--- config.mk ---
export PLATFORM = sky130hd
export DESIGN_NAME = joystick_axis_conditioner_flat
export DESIGN_NICKNAME = d
export VERILOG_FILES = /design/src/sv/jac_pkg.sv /design/src/sv/jac_in_if.sv /design/src/sv/jac_out_if.sv /design/src/sv/jac_front.sv /design/src/sv/jac_queue.sv /design/src/sv/jac_div.sv /design/src/sv/jac_back.sv /design/src/sv/joystick_axis_conditioner.sv /design/src/flat_wrapper.sv
export SDC_FILE = /design/constraint.sdc
export NUM_CORES = 1
export LEC_CHECK = 0
export ABC_AREA = 1
export BUFFER_PORTS_ARGS = -buffer_cell sky130_fd_sc_hd__clkbuf_2
export CAP_MARGIN = 10
export CORE_UTILIZATION = 56
export DETAILED_ROUTE_END_ITERATION = 8
export PLACE_DENSITY = 0.76
export SETUP_SLACK_MARGIN = 0.02
export SYNTH_ARGS = -nofsm -noshare
export SYNTH_HDL_FRONTEND = slang
export SYNTH_SLANG_ARGS = --single-unit
--- constraint.sdc ---
create_clock -name clk -period 6 [get_ports clk]
set_clock_uncertainty 0.05 [all_clocks]
set_input_delay 0.6 -clock clk [delete_from_list [all_inputs] [get_ports clk]]
set_output_delay 0.6 -clock clk [all_outputs]
set_load 0.01 [all_outputs]
--- src/sv/jac_pkg.sv ---
package jac_pkg;

  // Field widths
  localparam int AdcBits  = 12;
  localparam int CfgW     = 15;
  localparam int CfgIdxW  = 3;
  localparam int PosW     = 8;
  localparam int MagW     = PosW - 1;
  localparam int EvCount  = 5;

  // Register indexes on the configuration port
  localparam logic [CfgIdxW-1:0] CfgXCenter  = 3'd0;
  localparam logic [CfgIdxW-1:0] CfgXNegSpan = 3'd1;
  localparam logic [CfgIdxW-1:0] CfgXPosSpan = 3'd2;
  localparam logic [CfgIdxW-1:0] CfgYCenter  = 3'd3;
  localparam logic [CfgIdxW-1:0] CfgYNegSpan = 3'd4;
  localparam logic [CfgIdxW-1:0] CfgYPosSpan = 3'd5;

  // Register reset values
  localparam logic [CfgW-1:0] CenterReset = 15'd1800;
  localparam logic [CfgW-1:0] SpanReset   = 15'd500;

  // Conditioning constants
  localparam int LinNum    = 4095000;
  localparam int LinMax    = 32767;
  localparam int LinSatRaw = LinNum / (LinMax + 1);  // samples at or below saturate
  localparam int Scale     = 200;
  localparam int Lim       = 127;
  localparam int Trip      = 96;
  localparam int Rearm     = 32;

  // Event bits in the pending word
  localparam int EvLeft  = 0;
  localparam int EvRight = 1;
  localparam int EvUp    = 2;
  localparam int EvDown  = 3;
  localparam int EvPress = 4;

  // Shared divider sizing
  localparam int DivNW = 23;               // covers LinNum and 32767 * 200
  localparam int DivDW = CfgW;
  localparam int QuotW = 15;
  localparam int StepW = 4;
  localparam int DshW  = DivDW + QuotW - 1;
  localparam logic [StepW-1:0] LinSteps = 4'd15;
  localparam logic [StepW-1:0] SclSteps = 4'(MagW);

  // Queue between front and back
  localparam int QDepth = 2;
  localparam int QPtrW  = $clog2(QDepth);

  typedef struct packed {
    logic [CfgW-1:0] center;
    logic [CfgW-1:0] neg_span;
    logic [CfgW-1:0] pos_span;
  } axis_cfg_t;

  typedef struct packed {
    logic [AdcBits-1:0] raw_x;
    logic [AdcBits-1:0] raw_y;
    logic               zero_x;
    logic               zero_y;
    logic               press;
    logic               consume;
  } item_t;

  typedef struct packed {
    logic             start;
    logic [DivNW-1:0] dividend;
    logic [DivDW-1:0] divisor;
    logic [StepW-1:0] steps;
  } div_req_t;

  typedef struct packed {
    logic             done;
    logic [QuotW-1:0] quot;
  } div_rsp_t;

endpackage

--- src/sv/jac_in_if.sv ---
interface jac_in_if;
  logic                        valid;
  logic                        ready;
  logic [jac_pkg::AdcBits-1:0] raw_x;
  logic [jac_pkg::AdcBits-1:0] raw_y;
  logic                        key_level;
  logic                        consume;

  modport source (output valid, raw_x, raw_y, key_level, consume, input ready);
  modport sink (input valid, raw_x, raw_y, key_level, consume, output ready);
endinterface

--- src/sv/jac_out_if.sv ---
interface jac_out_if;
  logic                            valid;
  logic                            ready;
  logic signed [jac_pkg::PosW-1:0] pos_x;
  logic signed [jac_pkg::PosW-1:0] pos_y;
  logic                            ev_left;
  logic                            ev_right;
  logic                            ev_up;
  logic                            ev_down;
  logic                            ev_press;

  modport source (output valid, pos_x, pos_y, ev_left, ev_right, ev_up, ev_down, ev_press,
                  input ready);
  modport sink (input valid, pos_x, pos_y, ev_left, ev_right, ev_up, ev_down, ev_press,
                output ready);
endinterface

--- src/sv/jac_front.sv ---
module jac_front (
  input  logic            clk,
  input  logic            rst,
  jac_in_if.sink          sample,
  output logic            push_valid,
  input  logic            push_ready,
  output jac_pkg::item_t  push_item
);

  logic key_held;
  logic accept;

  assign accept       = sample.valid && push_ready;
  assign sample.ready = push_ready;
  assign push_valid   = sample.valid;

  // Key edge detect: press on the first low level after release
  always_ff @(posedge clk) begin
    if (rst) begin
      key_held <= 1'b0;
    end else if (accept) begin
      key_held <= !sample.key_level;
    end
  end

  // Classify the item for the back end
  always_comb begin
    push_item.raw_x   = sample.raw_x;
    push_item.raw_y   = sample.raw_y;
    push_item.zero_x  = (sample.raw_x == '0);
    push_item.zero_y  = (sample.raw_y == '0);
    push_item.press   = !sample.key_level && !key_held;
    push_item.consume = sample.consume;
  end

endmodule

--- src/sv/jac_queue.sv ---
module jac_queue (
  input  logic            clk,
  input  logic            rst,
  input  logic            push_valid,
  output logic            push_ready,
  input  jac_pkg::item_t  push_item,
  output logic            pop_valid,
  input  logic            pop_ready,
  output jac_pkg::item_t  pop_item
);

  jac_pkg::item_t                entries [jac_pkg::QDepth];
  logic [jac_pkg::QPtrW-1:0]     wp;
  logic [jac_pkg::QPtrW-1:0]     rp;
  logic [jac_pkg::QPtrW:0]       count;
  logic                          push;
  logic                          pop;

  assign push_ready = (count != (jac_pkg::QPtrW + 1)'(jac_pkg::QDepth));
  assign pop_valid  = (count != '0);
  assign push       = push_valid && push_ready;
  assign pop        = pop_valid && pop_ready;
  assign pop_item   = entries[rp];

  // Pointers and fill count
  always_ff @(posedge clk) begin
    if (rst) begin
      wp    <= '0;
      rp    <= '0;
      count <= '0;
    end else begin
      if (push) begin
        wp <= wp + 1'b1;
      end
      if (pop) begin
        rp <= rp + 1'b1;
      end
      count <= count + (jac_pkg::QPtrW + 1)'(push) - (jac_pkg::QPtrW + 1)'(pop);
    end
  end

  // Storage
  always_ff @(posedge clk) begin
    if (push) begin
      entries[wp] <= push_item;
    end
  end

endmodule

--- src/sv/jac_div.sv ---
module jac_div (
  input  logic               clk,
  input  logic               rst,
  input  jac_pkg::div_req_t  req,
  output jac_pkg::div_rsp_t  rsp
);

  logic [jac_pkg::DivNW-1:0] rem;
  logic [jac_pkg::DshW-1:0]  dsh;
  logic [jac_pkg::QuotW-1:0] quot;
  logic [jac_pkg::StepW-1:0] cnt;
  logic                      busy;
  logic                      done;
  logic                      fits;

  // Restoring step: quotient is known to fit in the requested number of bits
  assign fits = (jac_pkg::DshW'(rem) >= dsh);

  // Control
  always_ff @(posedge clk) begin
    if (rst) begin
      busy <= 1'b0;
      done <= 1'b0;
      cnt  <= '0;
    end else begin
      done <= 1'b0;
      if (req.start) begin
        busy <= 1'b1;
        cnt  <= req.steps;
      end else if (busy) begin
        cnt <= cnt - 1'b1;
        if (cnt == jac_pkg::StepW'(1)) begin
          busy <= 1'b0;
          done <= 1'b1;
        end
      end
    end
  end

  // Datapath: one quotient bit per cycle
  always_ff @(posedge clk) begin
    if (req.start) begin
      rem  <= req.dividend;
      dsh  <= jac_pkg::DshW'(req.divisor) << (req.steps - 1'b1);
      quot <= '0;
    end else if (busy) begin
      if (fits) begin
        rem <= rem - jac_pkg::DivNW'(dsh);
      end
      quot <= {quot[jac_pkg::QuotW-2:0], fits};
      dsh  <= dsh >> 1;
    end
  end

  assign rsp.done = done;
  assign rsp.quot = quot;

endmodule

--- src/sv/jac_back.sv ---
module jac_back (
  input  logic                clk,
  input  logic                rst,
  input  logic                pop_valid,
  output logic                pop_ready,
  input  jac_pkg::item_t      pop_item,
  input  jac_pkg::axis_cfg_t  cfg_x,
  input  jac_pkg::axis_cfg_t  cfg_y,
  output jac_pkg::div_req_t   div_req,
  input  jac_pkg::div_rsp_t   div_rsp,
  jac_out_if.source           result
);

  localparam logic [3:0] S_IDLE = 4'd0;
  localparam logic [3:0] S_LIN  = 4'd1;
  localparam logic [3:0] S_LINW = 4'd2;
  localparam logic [3:0] S_DIFF = 4'd3;
  localparam logic [3:0] S_SCL  = 4'd4;
  localparam logic [3:0] S_SCLW = 4'd5;
  localparam logic [3:0] S_HYST = 4'd6;
  localparam logic [3:0] S_OUT  = 4'd7;

  logic [3:0]                       state;
  logic                             axis;
  jac_pkg::item_t                   cur;
  logic [jac_pkg::CfgW-1:0]         lin;
  logic                             neg;
  logic [jac_pkg::DivNW-1:0]        prod;
  logic [jac_pkg::MagW-1:0]         mag;
  logic signed [jac_pkg::PosW-1:0]  px;
  logic signed [jac_pkg::PosW-1:0]  py;
  logic                             x_tripped;
  logic                             y_tripped;
  logic [jac_pkg::EvCount-1:0]      pending;
  logic                             out_valid;

  jac_pkg::axis_cfg_t               cfg_a;
  logic [jac_pkg::AdcBits-1:0]      raw_a;
  logic                             zero_a;
  logic                             sat_lin;
  logic signed [jac_pkg::CfgW+1:0]  diff;
  logic                             diff_neg;
  logic [jac_pkg::CfgW-1:0]         dmag;
  logic [jac_pkg::CfgW-1:0]         span_raw;
  logic [jac_pkg::CfgW-1:0]         span;
  logic                             clamp_scl;
  logic signed [jac_pkg::PosW-1:0]  pval;
  logic                             trip_a;
  logic [2:0]                       ev_idx;
  logic                             out_free;

  // Per-axis selection
  always_comb begin
    cfg_a    = axis ? cfg_y : cfg_x;
    raw_a    = axis ? cur.raw_y : cur.raw_x;
    zero_a   = axis ? cur.zero_y : cur.zero_x;
    trip_a   = axis ? y_tripped : x_tripped;
    sat_lin  = (raw_a <= jac_pkg::AdcBits'(jac_pkg::LinSatRaw));
    diff     = $signed({2'b00, lin}) - $signed({2'b00, cfg_a.center});
    diff_neg = diff[jac_pkg::CfgW+1];
    dmag     = jac_pkg::CfgW'(diff_neg ? -diff : diff);
    span_raw = neg ? cfg_a.neg_span : cfg_a.pos_span;
    span     = (span_raw == '0) ? jac_pkg::CfgW'(1) : span_raw;
    clamp_scl = (prod >= jac_pkg::DivNW'({span, {jac_pkg::MagW{1'b0}}}));
    pval     = neg ? -$signed({1'b0, mag}) : $signed({1'b0, mag});
    ev_idx   = {1'b0, axis, !neg};
    out_free = !out_valid || result.ready;
  end

  // Divider requests
  always_comb begin
    div_req.start    = ((state == S_LIN) && !zero_a && !sat_lin) ||
                       ((state == S_SCL) && !clamp_scl);
    div_req.dividend = (state == S_LIN) ? jac_pkg::DivNW'(jac_pkg::LinNum) : prod;
    div_req.divisor  = (state == S_LIN) ? jac_pkg::DivDW'(raw_a) : span;
    div_req.steps    = (state == S_LIN) ? jac_pkg::LinSteps : jac_pkg::SclSteps;
  end

  assign pop_ready = (state == S_IDLE);

  // Sequencer and event state
  always_ff @(posedge clk) begin
    if (rst) begin
      state     <= S_IDLE;
      axis      <= 1'b0;
      x_tripped <= 1'b0;
      y_tripped <= 1'b0;
      pending   <= '0;
      out_valid <= 1'b0;
    end else begin
      if ((state == S_OUT) && out_free) begin
        out_valid <= 1'b1;
      end else if (result.ready) begin
        out_valid <= 1'b0;
      end
      unique case (state)
        S_IDLE: begin
          if (pop_valid) begin
            pending[jac_pkg::EvPress] <= pending[jac_pkg::EvPress] | pop_item.press;
            axis  <= 1'b0;
            state <= S_LIN;
          end
        end
        S_LIN: begin
          if (zero_a) begin
            state <= S_HYST;
          end else if (sat_lin) begin
            state <= S_DIFF;
          end else begin
            state <= S_LINW;
          end
        end
        S_LINW: begin
          if (div_rsp.done) begin
            state <= S_DIFF;
          end
        end
        S_DIFF: begin
          state <= (dmag == '0) ? S_HYST : S_SCL;
        end
        S_SCL: begin
          state <= clamp_scl ? S_HYST : S_SCLW;
        end
        S_SCLW: begin
          if (div_rsp.done) begin
            state <= S_HYST;
          end
        end
        S_HYST: begin
          // trip above the high threshold, re-arm inside the low one
          if ((mag > jac_pkg::MagW'(jac_pkg::Trip)) && !trip_a) begin
            pending[ev_idx] <= 1'b1;
            if (axis) begin
              y_tripped <= 1'b1;
            end else begin
              x_tripped <= 1'b1;
            end
          end
          if (mag < jac_pkg::MagW'(jac_pkg::Rearm)) begin
            if (axis) begin
              y_tripped <= 1'b0;
            end else begin
              x_tripped <= 1'b0;
            end
          end
          if (axis) begin
            state <= S_OUT;
          end else begin
            axis  <= 1'b1;
            state <= S_LIN;
          end
        end
        S_OUT: begin
          if (out_free) begin
            if (cur.consume) begin
              pending <= '0;
            end
            state <= S_IDLE;
          end
        end
        default: begin
          state <= S_IDLE;
        end
      endcase
    end
  end

  // Datapath registers
  always_ff @(posedge clk) begin
    if ((state == S_IDLE) && pop_valid) begin
      cur <= pop_item;
    end
    if (state == S_LIN) begin
      lin <= jac_pkg::CfgW'(jac_pkg::LinMax);
      mag <= '0;
      neg <= 1'b0;
    end
    if ((state == S_LINW) && div_rsp.done) begin
      lin <= div_rsp.quot;
    end
    if (state == S_DIFF) begin
      neg  <= diff_neg;
      mag  <= '0;
      prod <= jac_pkg::DivNW'(dmag) * jac_pkg::DivNW'(jac_pkg::Scale);
    end
    if (state == S_SCL) begin
      mag <= jac_pkg::MagW'(jac_pkg::Lim);
    end
    if ((state == S_SCLW) && div_rsp.done) begin
      mag <= div_rsp.quot[jac_pkg::MagW-1:0];
    end
    if (state == S_HYST) begin
      if (axis) begin
        py <= pval;
      end else begin
        px <= pval;
      end
    end
  end

  // Output register
  always_ff @(posedge clk) begin
    if ((state == S_OUT) && out_free) begin
      result.pos_x    <= px;
      result.pos_y    <= py;
      result.ev_left  <= pending[jac_pkg::EvLeft];
      result.ev_right <= pending[jac_pkg::EvRight];
      result.ev_up    <= pending[jac_pkg::EvUp];
      result.ev_down  <= pending[jac_pkg::EvDown];
      result.ev_press <= pending[jac_pkg::EvPress];
    end
  end

  assign result.valid = out_valid;

endmodule

--- src/sv/joystick_axis_conditioner.sv ---
// The back end takes a new item only after the result of the last one is registered
// at the output; a two-entry queue buffers samples in front of it. A zero sample skips the divider.
// All division goes through the single shared divider, which runs up to two
// divisions per axis (15 bits to linearize, 7 bits to scale).
// Reset (rst, synchronous): clears events, latches and queue; config to defaults.
module joystick_axis_conditioner (
  input  logic                         clk,
  input  logic                         rst,
  jac_in_if.sink                       sample,
  jac_out_if.source                    result,
  input  logic                         cfg_we,
  input  logic [jac_pkg::CfgIdxW-1:0]  cfg_index,
  input  logic [jac_pkg::CfgW-1:0]     cfg_data
);

  jac_pkg::axis_cfg_t cfg_x;
  jac_pkg::axis_cfg_t cfg_y;
  logic               push_valid;
  logic               push_ready;
  jac_pkg::item_t     push_item;
  logic               pop_valid;
  logic               pop_ready;
  jac_pkg::item_t     pop_item;
  jac_pkg::div_req_t  div_req;
  jac_pkg::div_rsp_t  div_rsp;

  // Calibration registers
  always_ff @(posedge clk) begin
    if (rst) begin
      cfg_x.center   <= jac_pkg::CenterReset;
      cfg_x.neg_span <= jac_pkg::SpanReset;
      cfg_x.pos_span <= jac_pkg::SpanReset;
      cfg_y.center   <= jac_pkg::CenterReset;
      cfg_y.neg_span <= jac_pkg::SpanReset;
      cfg_y.pos_span <= jac_pkg::SpanReset;
    end else if (cfg_we) begin
      unique case (cfg_index)
        jac_pkg::CfgXCenter:  cfg_x.center   <= cfg_data;
        jac_pkg::CfgXNegSpan: cfg_x.neg_span <= cfg_data;
        jac_pkg::CfgXPosSpan: cfg_x.pos_span <= cfg_data;
        jac_pkg::CfgYCenter:  cfg_y.center   <= cfg_data;
        jac_pkg::CfgYNegSpan: cfg_y.neg_span <= cfg_data;
        jac_pkg::CfgYPosSpan: cfg_y.pos_span <= cfg_data;
        default: begin
        end
      endcase
    end
  end

  jac_front u_front (
    .clk        (clk),
    .rst        (rst),
    .sample     (sample),
    .push_valid (push_valid),
    .push_ready (push_ready),
    .push_item  (push_item)
  );

  jac_queue u_queue (
    .clk        (clk),
    .rst        (rst),
    .push_valid (push_valid),
    .push_ready (push_ready),
    .push_item  (push_item),
    .pop_valid  (pop_valid),
    .pop_ready  (pop_ready),
    .pop_item   (pop_item)
  );

  jac_div u_div (
    .clk (clk),
    .rst (rst),
    .req (div_req),
    .rsp (div_rsp)
  );

  jac_back u_back (
    .clk       (clk),
    .rst       (rst),
    .pop_valid (pop_valid),
    .pop_ready (pop_ready),
    .pop_item  (pop_item),
    .cfg_x     (cfg_x),
    .cfg_y     (cfg_y),
    .div_req   (div_req),
    .div_rsp   (div_rsp),
    .result    (result)
  );

endmodule
--- src/flat_wrapper.sv ---
// flat-port wrapper written by rule: the top's interface ports become plain ports
module joystick_axis_conditioner_flat 
  (clk, rst, cfg_we, cfg_index, cfg_data, sample_valid, sample_raw_x, sample_raw_y, sample_key_level, sample_consume, sample_ready, result_valid, result_pos_x, result_pos_y, result_ev_left, result_ev_right, result_ev_up, result_ev_down, result_ev_press, result_ready);
  jac_in_if sample_i ();
  jac_out_if result_i ();
  input  logic clk;
  input  logic rst;
  input  logic cfg_we;
  input  logic [jac_pkg::CfgIdxW-1:0] cfg_index;
  input  logic [jac_pkg::CfgW-1:0] cfg_data;
  input wire logic [$bits(sample_i.valid)-1:0] sample_valid;
  input wire logic [$bits(sample_i.raw_x)-1:0] sample_raw_x;
  input wire logic [$bits(sample_i.raw_y)-1:0] sample_raw_y;
  input wire logic [$bits(sample_i.key_level)-1:0] sample_key_level;
  input wire logic [$bits(sample_i.consume)-1:0] sample_consume;
  output wire logic [$bits(sample_i.ready)-1:0] sample_ready;
  output wire logic [$bits(result_i.valid)-1:0] result_valid;
  output wire logic [$bits(result_i.pos_x)-1:0] result_pos_x;
  output wire logic [$bits(result_i.pos_y)-1:0] result_pos_y;
  output wire logic [$bits(result_i.ev_left)-1:0] result_ev_left;
  output wire logic [$bits(result_i.ev_right)-1:0] result_ev_right;
  output wire logic [$bits(result_i.ev_up)-1:0] result_ev_up;
  output wire logic [$bits(result_i.ev_down)-1:0] result_ev_down;
  output wire logic [$bits(result_i.ev_press)-1:0] result_ev_press;
  input wire logic [$bits(result_i.ready)-1:0] result_ready;
  assign sample_i.valid = sample_valid;
  assign sample_i.raw_x = sample_raw_x;
  assign sample_i.raw_y = sample_raw_y;
  assign sample_i.key_level = sample_key_level;
  assign sample_i.consume = sample_consume;
  assign sample_ready = sample_i.ready;
  assign result_valid = result_i.valid;
  assign result_pos_x = result_i.pos_x;
  assign result_pos_y = result_i.pos_y;
  assign result_ev_left = result_i.ev_left;
  assign result_ev_right = result_i.ev_right;
  assign result_ev_up = result_i.ev_up;
  assign result_ev_down = result_i.ev_down;
  assign result_ev_press = result_i.ev_press;
  assign result_i.ready = result_ready;
  joystick_axis_conditioner u_core (.clk(clk), .rst(rst), .sample(sample_i), .result(result_i), .cfg_we(cfg_we), .cfg_index(cfg_index), .cfg_data(cfg_data));
endmodule
==> run metrics, run 1 <==
row cnt between 60 and 70; vias per inst approximately 5.6; setup repair bufs after CTS 0; Die Y 179 um; peak supply drop between 200 and 300 uV; Unique masters post-synth between 50 and 60; initial antenna violation count 1; mux share of post-synthesis cell area 0.00628; register area 9040 sq um; largest family of logic cells by synthesized area simple AND/OR/NAND/NOR gates; number of enable flip-flop cells after synthesis 215; leakage 8.43 nW; Worst-path clk slew roughly 60 ps; Yosys top cell area share 0.368; final setup vio count 0; Worst setup EP type flop; slew margin rel. 0.140; post-synthesis xor/xnor area fraction 0.0265; routed len/inst 17.0 um; post-synthesis compound-gate area fraction 0.109; 1st-pass router iterations 6; flop2flop setup slack 400 ps; Fillers 2,512; Antenna diodes 0; setup_tns 0 ps; simple-gate share of the synthesized area 0.185; DRC viols 0; fin. max-slew vios 0; Post-Layout Cell Count roughly 2,400; Worst-Margin Slew approximately 1300 ps; CP max FO 28; I/O pin count 72; post-synthesis cell area 17,500 sq um; area grow syn2layout 12.0%; clk root buf clkbuf_16; vias in the first global route 12,700; Synth area leaders edfxtp_1, dfxtp_1, nand2_1; Initial Util 0.572; CTS Buf Count 37; port bufs 71; Tcrit/Tclk final 0.934; Syn. warnings 0; critical path data arrival time 5830 ps; synthesized flop and latch total 344; total gr overflow 0; via count ~14,000; Tot GR Track Use 0.262; Skew-Pair Late Insertion Delay 550 ps; CP Class reg -> reg; register area share after synthesis 0.515; CP Launch Type flop; Final ANT Viol Nets 0; area of the multi-input gates between 7000 and 8000 sq um; asr flop ratio synth 0; min Tclk post-route 5600 ps; Top cell by count, worst path nand2_1; dpl cells roughly 2,400; Mapped Cells just under 2,000; drt total wl 41,300 um; ys flop type edfxtp_1; Worst Hold Class in -> reg; MaxCap Viol Count 0; Mapped Avg Cell Area 9.13 sq um; fmax 178 MHz; Clock Path Buffers 3; RD Place Congestion around 0.93; hpwl dp 30,000 um; adder-cell share of the synthesized area 0.0943; final net count 2,171; Synthesized Nets 2,096; status finished clean; Fin. Hold Viols 0; largest area contributor in the netlist edfxtp_1; delay-heaviest family, CP adder cells; drt initial violations 1,324; WP buf/inv 4; largest net degree at the start of global routing between 90 and 100; CP max stage cell fa_1; most frequent cell after synthesis nand2_1; Horiz. Die Dim 179 um; total die area 32,000 sq um; CTS tree built; share of post-route cells with drive strength above 1 0.108; RSZ-0062 raised after global routing no; core area 30,700 sq um; max incr delay on CP between 400 and 500 ps; Post-CTS Hold Buffers 0; H-tree depth 2; CP Data Required Time 6220 ps; CTS sink cnt 344; PwrDens just over 500 nW/um^2; global-route wire length before repair 65,000 um; Post-synth top cells nand2_1, edfxtp_1, inv_1, nor2_1, o21ai_0
-- final cells by class --
| type | count | area share |
|---|---|---|
| sequential | 344 | 0.460 |
| multi-input combinational | 1291 | 0.378 |
| clock buffer | 44 | 0.0505 |
| inverter | 227 | 0.0434 |
| timing repair buffer | 96 | 0.0287 |
| tap | 396 | 0.0252 |
| clock inverter | 23 | 0.0142 |
-- power breakdown --
part | total (mW) | leakage (nW) | internal, mW | switching (mW)
logic | 4.09 | 4.81 | 1.45 | 2.63
clock network | 2.37 | 0.630 | 1.41 | 0.952
registers | 3.60 | 3.00 | 3.37 | 0.233
-- registers in the layout (all words and copies together) (netlist names), 15 cells and up, named ones only --
register	cells
u_core.u_back.lin	15
u_core.u_div.rem	23
u_core.u_back.cur	27
u_core.u_back.prod	20
u_core.u_div.dsh	29
u_core.u_queue.entries	56
u_core.cfg_y	45
u_core.cfg_x	45
u_core.u_div.quot	15
-- kinds of logic (layout without fill, tap and decap cells) --
family	Yosys count	in the layout
mux	11	11
fa+ha+maj	125	125
xor+xnor	53	53
other cells	1	1
flops	344	344
simple gates	768	768
compound gates	333	333
buf+inv	287	390
-- repair_timing --
| item | in CTS | in global routing |
|---|---|---|
| endpoints found under the hold margin | 0 | 0 |
| resized for setup | 0 | 8 |
| endpoints found under the setup margin | 0 | 3 |
-- layer usage --
| layer | track usage | vias up | routed length, um |
|---|---|---|---|
| li1 | - | 6647 | - |
| met1 | 0.367 | 6459 | 18000 |
| met2 | 0.421 | 507 | 19300 |
| met3 | 0.0441 | 54 | 3270 |
| met4 | 0.0685 | 0 | 716 |
| met5 | 0 | - | 0 |
-- placed cells by master, fill, tap and decap left out, types with 39 or more instances in the layout --
cell type,netlist,final
ha_1,113,113
nand3_1,88,88
clkbuf_2,0,71
dfxtp_1,129,128
a21oi_1,93,91
nand2_1,407,407
edfxtp_1,215,215
xor2_1,39,39
nor2_1,185,183
inv_1,214,213
o21ai_0,148,144
-- final timing paths --
| kind | startpoint | endpoint | cells after the start |
|---|---|---|---|
| setup / recovery | u_core.u_back.axis$_SDFFE_PP0P_ | u_core.u_back.prod[21]$_DFFE_PN_ | 27 |
| hold / removal | sample_key_level | u_core.u_front.key_held$_SDFFE_PP0P_ | 2 |
| setup reg to reg | u_core.u_back.axis$_SDFFE_PP0P_ | u_core.u_back.prod[21]$_DFFE_PN_ | 27 |
| hold reg to reg | u_core.u_back.py[7]$_DFFE_PP_ | u_core.u_back.result.pos_y[7]$_DFFE_PP_ | 0 |
-- metrics by stage --
stage	hold slack (ps)	cell area, sq um	worst slack [ps]	util	power (mW)
after floorplan	350	17500	179	-	6.57
after global placement	353	18400	516	0.598	7.46
after detailed placement	355	18400	273	0.598	7.62
after CTS	202	19600	221	0.640	10.0
after global routing	203	19600	4.17	0.641	10.7
final	208	19600	395	0.641	10.1
Note: power is estimated with default switching activity, not from simulation.
==> run 2: changes to the inputs <==
Settings changed: ABC_CLOCK_PERIOD_IN_PS set to 6000, CORE_UTILIZATION 56 to 57, PLACE_DENSITY 0.76 to 0.77, SYNTH_HIERARCHICAL set to 1.
==> run 2 against run 1 <==
Net effect: core utilization shrank 0.82 points; clock power shrank 8%; first-iteration DRC count shrank 1.5%; non-clock buffer count grew 17; global-route usage grew 0.89 points; synthesized cell count grew 25%; sequential share of layout area shrank 4.5 points; sequential power shrank 5.8%; combinational power shrank 11%; largest cell class unchanged; largest power group unchanged.
==> run metrics, run 2 <==
status finished clean (unchanged); Final ANT Viol Nets 0 (unchanged); Unique masters post-synth 56 (was 55); asr flop ratio synth 0 (unchanged); simple-gate share of the synthesized area 0.241 (was 0.185); via count 16,100 (was 13,700); routed len/inst 16.5 um (was 17.0 um); Top cell by count, worst path nand2_1 (unchanged); FF-to-FF path depth 32 (was 27); post-synthesis compound-gate area fraction 0.0715 (was 0.109); global-route wire length before repair 77,100 um (was 65,000 um); area post-placement 20,500 sq um (was 18,400 sq um); PwrDens 423 nW/um^2 (was 512 nW/um^2); critical path data arrival time 5750 ps (was 5830 ps); Antenna diodes 0 (unchanged); Die Y 189 um (was 179 um); CTS sink cnt 344 (unchanged); Post-CTS Hold Buffers 0 (unchanged); area grow syn2layout 9.17% (was 12.0%); largest family of logic cells by synthesized area simple AND/OR/NAND/NOR gates (unchanged); 1st-pass router iterations 5 (was 6); register area share after synthesis 0.453 (was 0.515); number of enable flip-flop cells after synthesis 215 (unchanged); Worst setup EP type flop (unchanged); final setup vio count 0 (unchanged); mux share of post-synthesis cell area 0.0316 (was 0.00628); min Tclk post-route 5510 ps (was 5600 ps); ys flop type edfxtp_1 (unchanged); Crit Reg-Reg Startpoint u_core/u_back/axis$_SDFFE_PP0P_ (was u_core.u_back.axis$_SDFFE_PP0P_); Top reg by flops u_core/u_queue/entries (was u_core.u_queue.entries); max FFs per register 56 (unchanged); Tot GR Track Use 0.271 (was 0.262); Worst Hold Class in -> reg (unchanged); final instance area 21,800 sq um (was 19,600 sq um); slew margin rel. 0.216 (was 0.140); Clock Path Buffers 3 (unchanged); CP max stage cell fa_1 (unchanged); CP Class reg -> reg (unchanged); RD Place Congestion 0.921 (was 0.926); hold path startpoint sample_consume (was sample_key_level); utilization after layout 0.632 (was 0.641); Post-synth top cells nand2_1, inv_1, nor2_1, edfxtp_1, nand3_1 (was nand2_1, edfxtp_1, inv_1, nor2_1, o21ai_0); core area 34,500 sq um (was 30,700 sq um); Synth area leaders edfxtp_1, dfxtp_1, nand2_1 (unchanged); Tcrit/Tclk final 0.918 (was 0.934); share of post-route cells with drive strength above 1 0.113 (was 0.108); CP Data Required Time 6230 ps (was 6220 ps); MaxCap Viol Count 0 (unchanged); CP Launch Type flop (unchanged); cell count of the worst hold path 1 (was 2); post-synthesis cell area 20,000 sq um (was 17,500 sq um); most frequent cell after synthesis nand2_1 (unchanged); port bufs 71 (unchanged); clk root buf clkbuf_16 (unchanged); reg2reg end u_core/u_back/prod[19]$_DFFE_PP_ (was u_core.u_back.prod[21]$_DFFE_PN_); drt total wl 48,700 um (was 41,300 um); vias in the first global route 15,200 (was 12,700); I/O pin count 72 (unchanged); Horiz. Die Dim 189 um (was 179 um); most common cell after layout, fill and taps aside nand2_1 (unchanged); Fin. Hold Viols 0 (unchanged); drt initial violations 1,304 (was 1,324); most frequent cells in the layout nand2_1, inv_1, nor2_1 (was nand2_1, edfxtp_1, inv_1); Mapped Avg Cell Area 8.29 sq um (was 9.13 sq um); total gr overflow 0 (unchanged); Hold Path End u_core/u_queue/entries[1][0]$_DFFE_PP_ (was u_core.u_front.key_held$_SDFFE_PP0P_); Worst-path clk slew 60 ps (about the same); peak supply drop 264 uV (was 291 uV); largest area contributor in the netlist edfxtp_1 (unchanged); Syn. warnings 6 (was 0); RSZ-0062 raised after global routing no (unchanged); hpwl dp 36,400 um (was 30,000 um); Initial Util 0.579 (was 0.572); row cnt 68 (was 64); Mapped Cells 2,407 (was 1,922); post-synthesis xor/xnor area fraction 0.0182 (was 0.0265); final net count 2,638 (was 2,171); flop2flop setup slack 490 ps (was 400 ps); leakage 9.84 nW (was 8.43 nW); fmax 181 MHz (was 178 MHz); CP max FO 9 (was 28); largest net degree at the start of global routing 60 (was 94); Yosys top cell area share 0.323 (was 0.368); adder-cell share of the synthesized area 0.0848 (was 0.0943); synthesized flop and latch total 344 (unchanged); biggest regs u_core/u_queue/entries x56, u_core/cfg_x x45, u_core/cfg_y x45 (was u_core.u_queue.entries x56, u_core.cfg_x x45, u_core.cfg_y x45); total die area 35,800 sq um (was 32,000 sq um); DRC viols 0 (unchanged); Skew-Pair Late Insertion Delay 540 ps (was 550 ps); max incr delay on CP 490 ps (was 460 ps); initial antenna violation count 0 (was 1); H-tree depth 2 (unchanged); fin. max-slew vios 0 (unchanged); final hold slack 205 ps (was 208 ps); Fillers 2,948 (was 2,512); CTS tree built (unchanged); CTS Buf Count 37 (unchanged); setup_tns 0 ps (unchanged); vias per inst 5.47 (was 5.65); Worst-Margin Slew 1170 ps (was 1290 ps)
## run 2: cell types whose count changed after synthesis, sizes merged, moves of 52 or more
cell | previous run | this run
nand3 | 96 | 167
nor2 | 194 | 246
o21ai | 157 | 90
buf | 20 | 81
inv | 225 | 347
nand2 | 428 | 676
## run 2: critical path: cells and delay by family (launching register included)
| family | cells | cell delay, ps |
|---|---|---|
| fa+ha+maj | 5 | 1790 |
| xor+xnor | 2 | 350 |
| flops | 1 | 390 |
| simple gates | 15 | 1420 |
| buf+inv | 5 | 470 |
| compound gates | 4 | 570 |
| mux | 1 | 230 |
## run 2: how the worst max path moves through the flow
stage	from	endpoint	slack (ps)	depth (start not counted)
finish	u_core/u_back/axis$_SDFFE_PP0P_	u_core/u_back/prod[19]$_DFFE_PP_	490	32
global route	u_core/u_back/axis$_SDFFE_PP0P_	u_core/u_back/prod[21]$_DFFE_PP_	50	30
CTS	u_core/u_back/axis$_SDFFE_PP0P_	u_core/u_back/prod[20]$_DFFE_PP_	260	23
detailed placement	u_core/u_back/axis$_SDFFE_PP0P_	u_core/u_back/prod[19]$_DFFE_PP_	280	30
global placement	u_core/u_back/axis$_SDFFE_PP0P_	u_core/u_back/prod[19]$_DFFE_PP_	400	30
floorplan	u_core/u_back/axis$_SDFFE_PP0P_	u_core/u_back/prod[20]$_DFFE_PP_	260	31
## run 2: power breakdown
part	total [mW]	internal, mW	switching, mW
sequential	3.39	3.19	0.202
combinational	3.65	1.27	2.38
clock	2.18	1.23	0.949
total	9.22	5.69	3.53
## run 2: final cells by class
cell class | instances | area (sq um) | area share
inverter | 350 | 1320 | 0.0604
clock buffer | 50 | 1030 | 0.0474
multi-input combinational | 1615 | 8990 | 0.413
tap | 455 | 569 | 0.0261
clock inverter | 15 | 139 | 0.00637
timing repair buffer | 113 | 699 | 0.0321
sequential | 344 | 9040 | 0.415
## run 2: timing repair
item,4_1_cts,5_1_grt
buffers inserted,0,9
endpoints found under the setup margin,0,6
gates resized for setup,0,6
## run 2: cell families (layout without fill, tap and decap cells)
logic type / after synthesis / in the layout
and+or+nand+nor: 1154 / 1154
buffers and inverters: 452 / 528
DFF: 344 / 344
AOI/OAI and AO/OA: 236 / 236
adders and majority gates: 128 / 128
muxes: 52 / 52
xor gates and xnor gates: 39 / 39
other: 2 / 6
## run 2: through the flow
stage               instances  total power, mW  setup slack (ps)
floorplan                2411             6.07               257
CTS                      2933             9.19               263
global placement         2868             6.88               398
global route             2942             9.84              45.6
detailed placement       2868             7.00               284
finish                   2942             9.22               489
## run 2: metal layers
layer,GRT usage,part of all wire,wire (um),vias up
met4,0.102,0.038,1840,0
li1,-,-,-,7890
met3,0.0352,0.065,3180,106
met2,0.447,0.46,22500,547
met1,0.365,0.43,21100,7564
met5,0,0,0,-
